<file path="src/sv/adsr_envelope_generator_assert.svh">
// Assertion macros for the ADSR envelope generator.
// Used by modules that declare clk and rst; no other dependencies.
`ifndef ADSR_ENVELOPE_GENERATOR_ASSERT_SVH
`define ADSR_ENVELOPE_GENERATOR_ASSERT_SVH

// same-cycle implication
`define ADSR_ASSERT_IMP(label, ante, cons, msg) \
  label: assert property (@(posedge clk) disable iff (rst) (ante) |-> (cons)) \
    else $error(msg);

// next-cycle implication
`define ADSR_ASSERT_NXT(label, ante, cons, msg) \
  label: assert property (@(posedge clk) disable iff (rst) (ante) |=> (cons)) \
    else $error(msg);

`endif

</file>
<file path="src/sv/adsr_pkg.sv">
// Package for the ADSR envelope generator: item types, register codes,
// divider constants. No dependencies.
package adsr_pkg;

  localparam int QUO_BITS  = 24;             // quotient bits below the cap
  localparam int NUM_BITS  = 2 * QUO_BITS;   // numerator width of the divider
  localparam int DIV_LAT   = QUO_BITS + 1;   // divider register stages
  localparam int CFG_BITS  = 24;             // widest register
  localparam logic [QUO_BITS:0] QUO_CAP = {1'b1, {QUO_BITS{1'b0}}};

  typedef enum logic [2:0] {
    REG_ATTACK    = 3'd0,
    REG_DECAY     = 3'd1,
    REG_RELEASE   = 3'd2,
    REG_START     = 3'd3,
    REG_SUSTAIN   = 3'd4,
    REG_THRESHOLD = 3'd5
  } cfg_reg_e;

  typedef struct packed {
    logic [31:0] now_tick;
    logic [31:0] press_tick;
    logic [31:0] lift_tick;
  } item_t;

  typedef struct packed {
    logic [15:0] level;
    logic        finished;
  } result_t;

endpackage

</file>
<file path="src/sv/adsr_div.sv">
// Pipelined restoring divider, quotient capped at 2^QUO_BITS, one bit a stage.
// Depends on adsr_pkg.
module adsr_div #(
  parameter int SW = 8
) (
  input  logic                           clk,
  input  logic                           rst,
  input  logic                           in_valid,
  input  logic [adsr_pkg::NUM_BITS-1:0]  num,
  input  logic [adsr_pkg::QUO_BITS-1:0]  den,
  input  logic [SW-1:0]                  side,
  output logic                           out_valid,
  output logic [adsr_pkg::QUO_BITS:0]    quo,
  output logic [SW-1:0]                  out_side
);
  import adsr_pkg::*;

  logic                vld  [0:QUO_BITS];
  logic                cap  [0:QUO_BITS];
  logic [QUO_BITS-1:0] rem  [0:QUO_BITS];
  logic [QUO_BITS-1:0] low  [0:QUO_BITS];
  logic [QUO_BITS-1:0] q    [0:QUO_BITS];
  logic [QUO_BITS-1:0] dv   [0:QUO_BITS];
  logic [SW-1:0]       sd   [0:QUO_BITS];

  // quotient reaches the cap exactly when num >= den * 2^QUO_BITS;
  // otherwise the upper half is already below den
  always_ff @(posedge clk) begin
    if (rst) begin
      vld[0] <= 1'b0;
    end else begin
      vld[0] <= in_valid;
    end
    cap[0] <= num >= {den, {QUO_BITS{1'b0}}};
    rem[0] <= num[NUM_BITS-1 -: QUO_BITS];
    low[0] <= num[QUO_BITS-1:0];
    q[0]   <= '0;
    dv[0]  <= den;
    sd[0]  <= side;
  end

  for (genvar k = 1; k <= QUO_BITS; k++) begin : g_step
    logic [QUO_BITS:0] trial;
    logic [QUO_BITS:0] diff;
    logic              ge;

    assign trial = {rem[k-1], low[k-1][QUO_BITS-1]};
    assign diff  = trial - {1'b0, dv[k-1]};
    assign ge    = trial >= {1'b0, dv[k-1]};

    always_ff @(posedge clk) begin
      if (rst) begin
        vld[k] <= 1'b0;
      end else begin
        vld[k] <= vld[k-1];
      end
      cap[k] <= cap[k-1];
      rem[k] <= ge ? diff[QUO_BITS-1:0] : trial[QUO_BITS-1:0];
      low[k] <= {low[k-1][QUO_BITS-2:0], 1'b0};
      q[k]   <= {q[k-1][QUO_BITS-2:0], ge};
      dv[k]  <= dv[k-1];
      sd[k]  <= sd[k-1];
    end
  end

  assign out_valid = vld[QUO_BITS];
  assign quo       = cap[QUO_BITS] ? QUO_CAP : {1'b0, q[QUO_BITS]};
  assign out_side  = sd[QUO_BITS];

endmodule

</file>
<file path="config.mk">
export PLATFORM = sky130hd
export DESIGN_NAME = adsr_div
export DESIGN_NICKNAME = d
export VERILOG_FILES = /design/src/sv/adsr_envelope_generator_assert.svh /design/src/sv/adsr_pkg.sv /design/src/sv/adsr_div.sv
export SDC_FILE = /design/constraint.sdc
export NUM_CORES = 2
export LEC_CHECK = 0
export ABC_AREA = 1
export BUFFER_PORTS_ARGS = -buffer_cell sky130_fd_sc_hd__buf_4
export CAP_MARGIN = 20
export CORE_AREA = 2 2 439 441
export DETAILED_ROUTE_END_ITERATION = 10
export DIE_AREA = 0 0 441 443
export GPL_TIMING_DRIVEN = 0
export PLACE_DENSITY = 0.65
export SETUP_SLACK_MARGIN = 0.2
export SLEW_MARGIN = 15
export SYNTH_ARGS = -nofsm -noshare
export SYNTH_HDL_FRONTEND = slang
export SYNTH_SLANG_ARGS = --single-unit
</file>
<file path="constraint.sdc">
create_clock -name clk -period 5.6 [get_ports clk]
set_clock_uncertainty 0.05 [all_clocks]
set_input_delay 0.28 -clock clk [delete_from_list [all_inputs] [get_ports clk]]
set_output_delay 0.28 -clock clk [all_outputs]
set_load 0.01 [all_outputs]
</file>
# After elaboration in Yosys (flattened, before gate mapping)
# Memory sizes are Yosys's and may differ from the RTL's.
# Index checks and enable logic that the tools add are counted.
op_classes:
  n_addsub: 24
  magnitude_cmp: 25
  mux: 53
  n_bitwise: 25
ops:
  columns: ["op", "n"]
  rows:
  - ["$ge 25x24->1", 24]
  - ["$mux 24", 24]
  - ["$sub 24x24->24", 24]
  - ["$ge 48x48->1", 1]
  - ["$mux 1", 28]
  - ["$mux 25", 1]
  - ["$or 1x1->1", 25]
totals:
  in_bits: 83
  ramBits: 2650
  word_cells: 134
  register_bits: 0
  mem_count: 7
mem_list:
  columns: ["memory", "depth", "word_bits", "rd", "rd_ports_with_merged_regs", "write_ports", "line", "text"]
  rows:
  - ["dv", 25, 24, 24, 0, 25, "adsr_div.sv:23", "logic [QUO_BITS-1:0] dv [0:QUO_BITS];"]
  - ["low", 25, 24, 24, 0, 25, "adsr_div.sv:21", "logic [QUO_BITS-1:0] low [0:QUO_BITS];"]
  - ["q", 25, 24, 25, 0, 25, "adsr_div.sv:22", "logic [QUO_BITS-1:0] q [0:QUO_BITS];"]
  - ["rem", 25, 24, 24, 0, 25, "adsr_div.sv:20", "logic [QUO_BITS-1:0] rem [0:QUO_BITS];"]
  - ["sd", 25, 8, 25, 0, 25, "adsr_div.sv:24", "logic [SW-1:0] sd [0:QUO_BITS];"]
  - ["cap", 25, 1, 25, 0, 25, "adsr_div.sv:19", "logic cap [0:QUO_BITS];"]
  - ["1 more memories", null, null, null, null, null, null, null]

# Logic depth before layout (Yosys ltp)
logic_depth:
  depth_word: 3
  mapped_depth: 14
  ltp_nobuf: 14

# Least setup slack after synthesis
# Ideal clock, no wire load.
synth_path:
  path_type: "register to register"
  startpoint: "memory low[0][23]"
  endpoint: "memory rem[1][16] (netlist: rem[0][40])"
  path_slack_ps: 3679
  t_arrival_ps: 1758
  path_stages_with_launch: 12
  period_less_slack_ps: 1921
  setup_time_ps: 113
  path_cell_list: "dfxtp_1 inv_1 ha_1 fa_1 nor2_1 nor2_1 o21ai_0 nand2_1 nand3_1 nand2_1 nand2_1 nand2_1"
synth_lines:
  columns: ["item", "line"]
  rows:
  - ["from (decl)", "adsr_div.sv:21"]
  - ["to (decl)", "adsr_div.sv:20"]

==> results_dict.tcl <==
set metrics [dict create \
    drtAntennaViolNets 0 \
    power_frac_comb 0.468 \
    vias 81122 \
    post_cts_buffers 0 \
    timing.final.crit_share 0.5322 \
    portBuffers 115 \
    max_stage_delay_ns 0.81 \
    cts_buffer_depth 3 \
    overflow 0 \
    p_leak_nw 60.20 \
    drc 0 \
    drtPass1Iterations 7 \
    ctsRootBufferMaster "clkbuf_16" \
    met1_usage 0.3530 \
    drv_cap 0 \
    cts_htree_levels 4 \
    dieWidth_um 441 \
    required_ns 5.27 \
    place_area_um2 98930 \
    grt_max_degree 17 \
    postSynthAreaPerCell_um2 7.057 \
    fmaxAchievable_mhz 335.5 \
    irDropWorstVdd_uv 427.1 \
    post_drt_wl_per_cell_um 17.30 \
    grt_pass1_vias 78413 \
    place_congestion 0.9808 \
    fin_tns_setup_ns 0 \
    grt.busiest_layer "met2" \
    end_kind "output port" \
    final_max_slew_viol_count 0 \
    synth_nets 14155 \
    post-route-min-period_ns 2.981 \
    cts_tree "done" \
    finalSetupViolations 0 \
    grt_pass1_wl_mm 438.2 \
    area_delta_synth_final_pct 13.11 \
    p_seq_frac 0.319 \
    p_per_area_nw_per_um2 601.2 \
    use_met3 0.03043 \
    min_path_type "input pin to flip-flop" \
    num_rows 161 \
    start_util 0.4964 \
    worst_pin_slew_ns 0.8252 \
    synth_area_um2 94900 \
    fillerInstances 18419 \
    grt_setup_unrepaired "no" \
    drt-total-wl_mm 287.1 \
    crit_type "flip-flop to output port" \
    fp.dieArea_um2 195400 \
    swShare 0.4415 \
    drt-initial-drc-count 5566 \
    ys_types 37 \
    p_clk_frac 0.213 \
    numCtsBuffers 191 \
    arrival_ns 2.65 \
    layout.nets 14614 \
    crit_slowest_cell "dfxtp_2" \
    p_int_w 0.03605 \
    drive_gt1_frac 0.05717 \
    dp_hpwl_mm 236.2 \
    coreArea_um2 191200 \
    synthCells 13449 \
    finalInstanceArea_um2 107300 \
    viasPerCell 4.889 \
    cts.sinks 2002 \
    path_cells "clkbuf_1 > nor2_1 > buf_4" \
    use_met2 0.5138 \
    ioPinCount 117 \
    crit_path_start_kind "flip-flop" \
    critPathTopFamily "buffers and inverters" \
    yosysWarnings 0 \
    die_y_um 443 \
    path_buf_inv 2 \
    synth-seq-cells 2002 \
    critPathMaxFanout 10 \
    status "completed" \
    clk_latency_ns 0.87 \
    path_clk_slew_ns 0.06 \
    finalHoldViolCount 0 \
    p_switching_w 0.02849 \
    antenna_found_initial 4 \
    grt_usage 0.2904 \
    timing.slew.headroom 0.4453 \
    seq_area_frac_synth 0.4223 \
]
## path summary, 6_finish.rpt
path / start / to / slack [ns] / cells past startpoint
max: cap[24] / quo[7] / 2.62 / 3
max reg2reg: dv[1][115] / rem[1][142] / 2.64 / 11
min reg2reg: low[4][22] / low[4][47] / 0.25 / 0
min: side[5] / sd[0][5] / 0.04 / 2
## state kept, by name, indices dropped and copies added (netlist names)
| signal | flops |
|---|---|
| cap | 25 |
| dv | 576 |
| low | 300 |
| q | 300 |
| rem | 576 |
| sd | 200 |
| vld | 25 |
## cells in the mapped netlist (all sizes together)
| library cell | number | area, um2 |
|---|---|---|
| o21bai | 2 | 15.01 |
| buf | 171 | 1191 |
| or2 | 2 | 12.51 |
| o21ai | 13 | 65.06 |
| nand2 | 5056 | 18980 |
| a211oi | 1 | 7.510 |
| clkbuf | 27 | 101.4 |
| dfxtp | 2002 | 40080 |
| and2 | 12 | 75.07 |
| nand3 | 627 | 3573 |
| a21boi | 1 | 7.510 |
| nor4 | 10 | 62.56 |
| a21o | 1 | 7.510 |
| ha | 600 | 7507 |
| o21a | 24 | 180.2 |
| xnor2 | 28 | 245.2 |
| nand3b | 34 | 255.2 |
| clkinv | 1 | 3.750 |
| o211ai | 2 | 15.01 |
| nor3 | 92 | 711.9 |
| nand4 | 715 | 4529 |
| inv | 2765 | 10380 |
| a21oi | 277 | 1645 |
| nor2 | 748 | 2913 |
| xor2 | 215 | 1883 |
| fa | 23 | 460.4 |
## power by group through the flow
stage / Combinational (W) / Clock [W] / Sequential, W
after floorplan: 0.0218 / 0 / 0.0193
after global placement: 0.0296 / 0 / 0.0208
after detailed placement: 0.0298 / 0 / 0.0209
after CTS: 0.0300 / 0.0141 / 0.0206
after global routing: 0.0342 / 0.0146 / 0.0208
final: 0.0302 / 0.0138 / 0.0206
## cell type report
type / count / area, um2 / area share
Multi-Input combinational cell: 8483 / 43160 / 0.4020
Sequential cell: 2002 / 40080 / 0.3734
Inverter: 2766 / 10380 / 0.09672
Clock buffer: 240 / 5254 / 0.04894
Tap cell: 2526 / 3161 / 0.02944
Timing Repair Buffer: 266 / 2375 / 0.02212
Clock inverter: 108 / 1637 / 0.01525
Buffer: 198 / 1292 / 0.01204
Antenna cell: 3 / 7.507 / 0.00006994
## per-layer routing
layer,part of all wire,wire (um)
met3,0.045,12920
met2,0.49,140100
met5,0,0
met4,0.048,13660
met1,0.42,120400
## per-stage QoR
step / total power (W) / std cells / hold WS, ns / util / setup WS, ns
2_1_floorplan: 0.04118 / 13449 / 0.2577 / - / 3.679
3_3_place_gp: 0.05045 / 16090 / 0.2595 / 0.5175 / 2.650
3_5_place_dp: 0.05061 / 16090 / 0.2621 / 0.5175 / 2.643
4_1_cts: 0.06471 / 16589 / 0.0007346 / 0.5615 / 2.449
5_1_grt: 0.06967 / 16589 / 0.02733 / 0.5615 / 2.448
6_report: 0.06454 / 16592 / 0.04493 / 0.5615 / 2.619
## cell usage in the layout, fill, tap and decap left out, types with 24 or more instances in the layout
cell and count:
xnor2_1 28, clkbuf_16 191, clkinv_2 31, clkbuf_8 29, ha_1 600, xor2_1 215, buf_4 126, inv_2 24
clkbuf_1 47, a21oi_1 254, inv_1 2741, nand4_1 706, bufinv_16 28, buf_2 112, nor2_1 706, o21a_1 24
nand3b_1 34, nor3_1 58, dlygate4sd3_1 151, nor2_2 42, nand2_1 5056, nand3_1 573, nand3_2 32, dfxtp_1 2001
buf_6 46
## worst register-to-register path, cell delays in order (launching register included)
cell,delay [ns]
dfxtp_1,0.46
inv_1,0.08
ha_1,0.40
nand2_1,0.10
inv_1,0.07
nand2_1,0.14
nor3_1,0.33
nand3_1,0.41
nand3_2,0.36
buf_6,0.22
nand2_1,0.08
nand2_1,0.15
## timing repair
action / 4_1_cts / 5_1_grt
hold buffers: 151 / 0
gates resized for setup: 0 / 0
endpoints found under the hold margin: 106 / 0
## cell families (layout without fill, tap and decap cells)
| family | after synthesis | after routing | synth area share |
|---|---|---|---|
| other cells | 0 | 3 | 0 |
| buf+inv | 2964 | 3578 | 0.1230 |
| fa+ha+maj | 623 | 623 | 0.08396 |
| compound gates | 321 | 321 | 0.02047 |
| flops | 2002 | 2002 | 0.4223 |
| xor+xnor | 243 | 243 | 0.02243 |
| simple gates | 7296 | 7296 | 0.3278 |
Power figures use the tool's default switching activity.
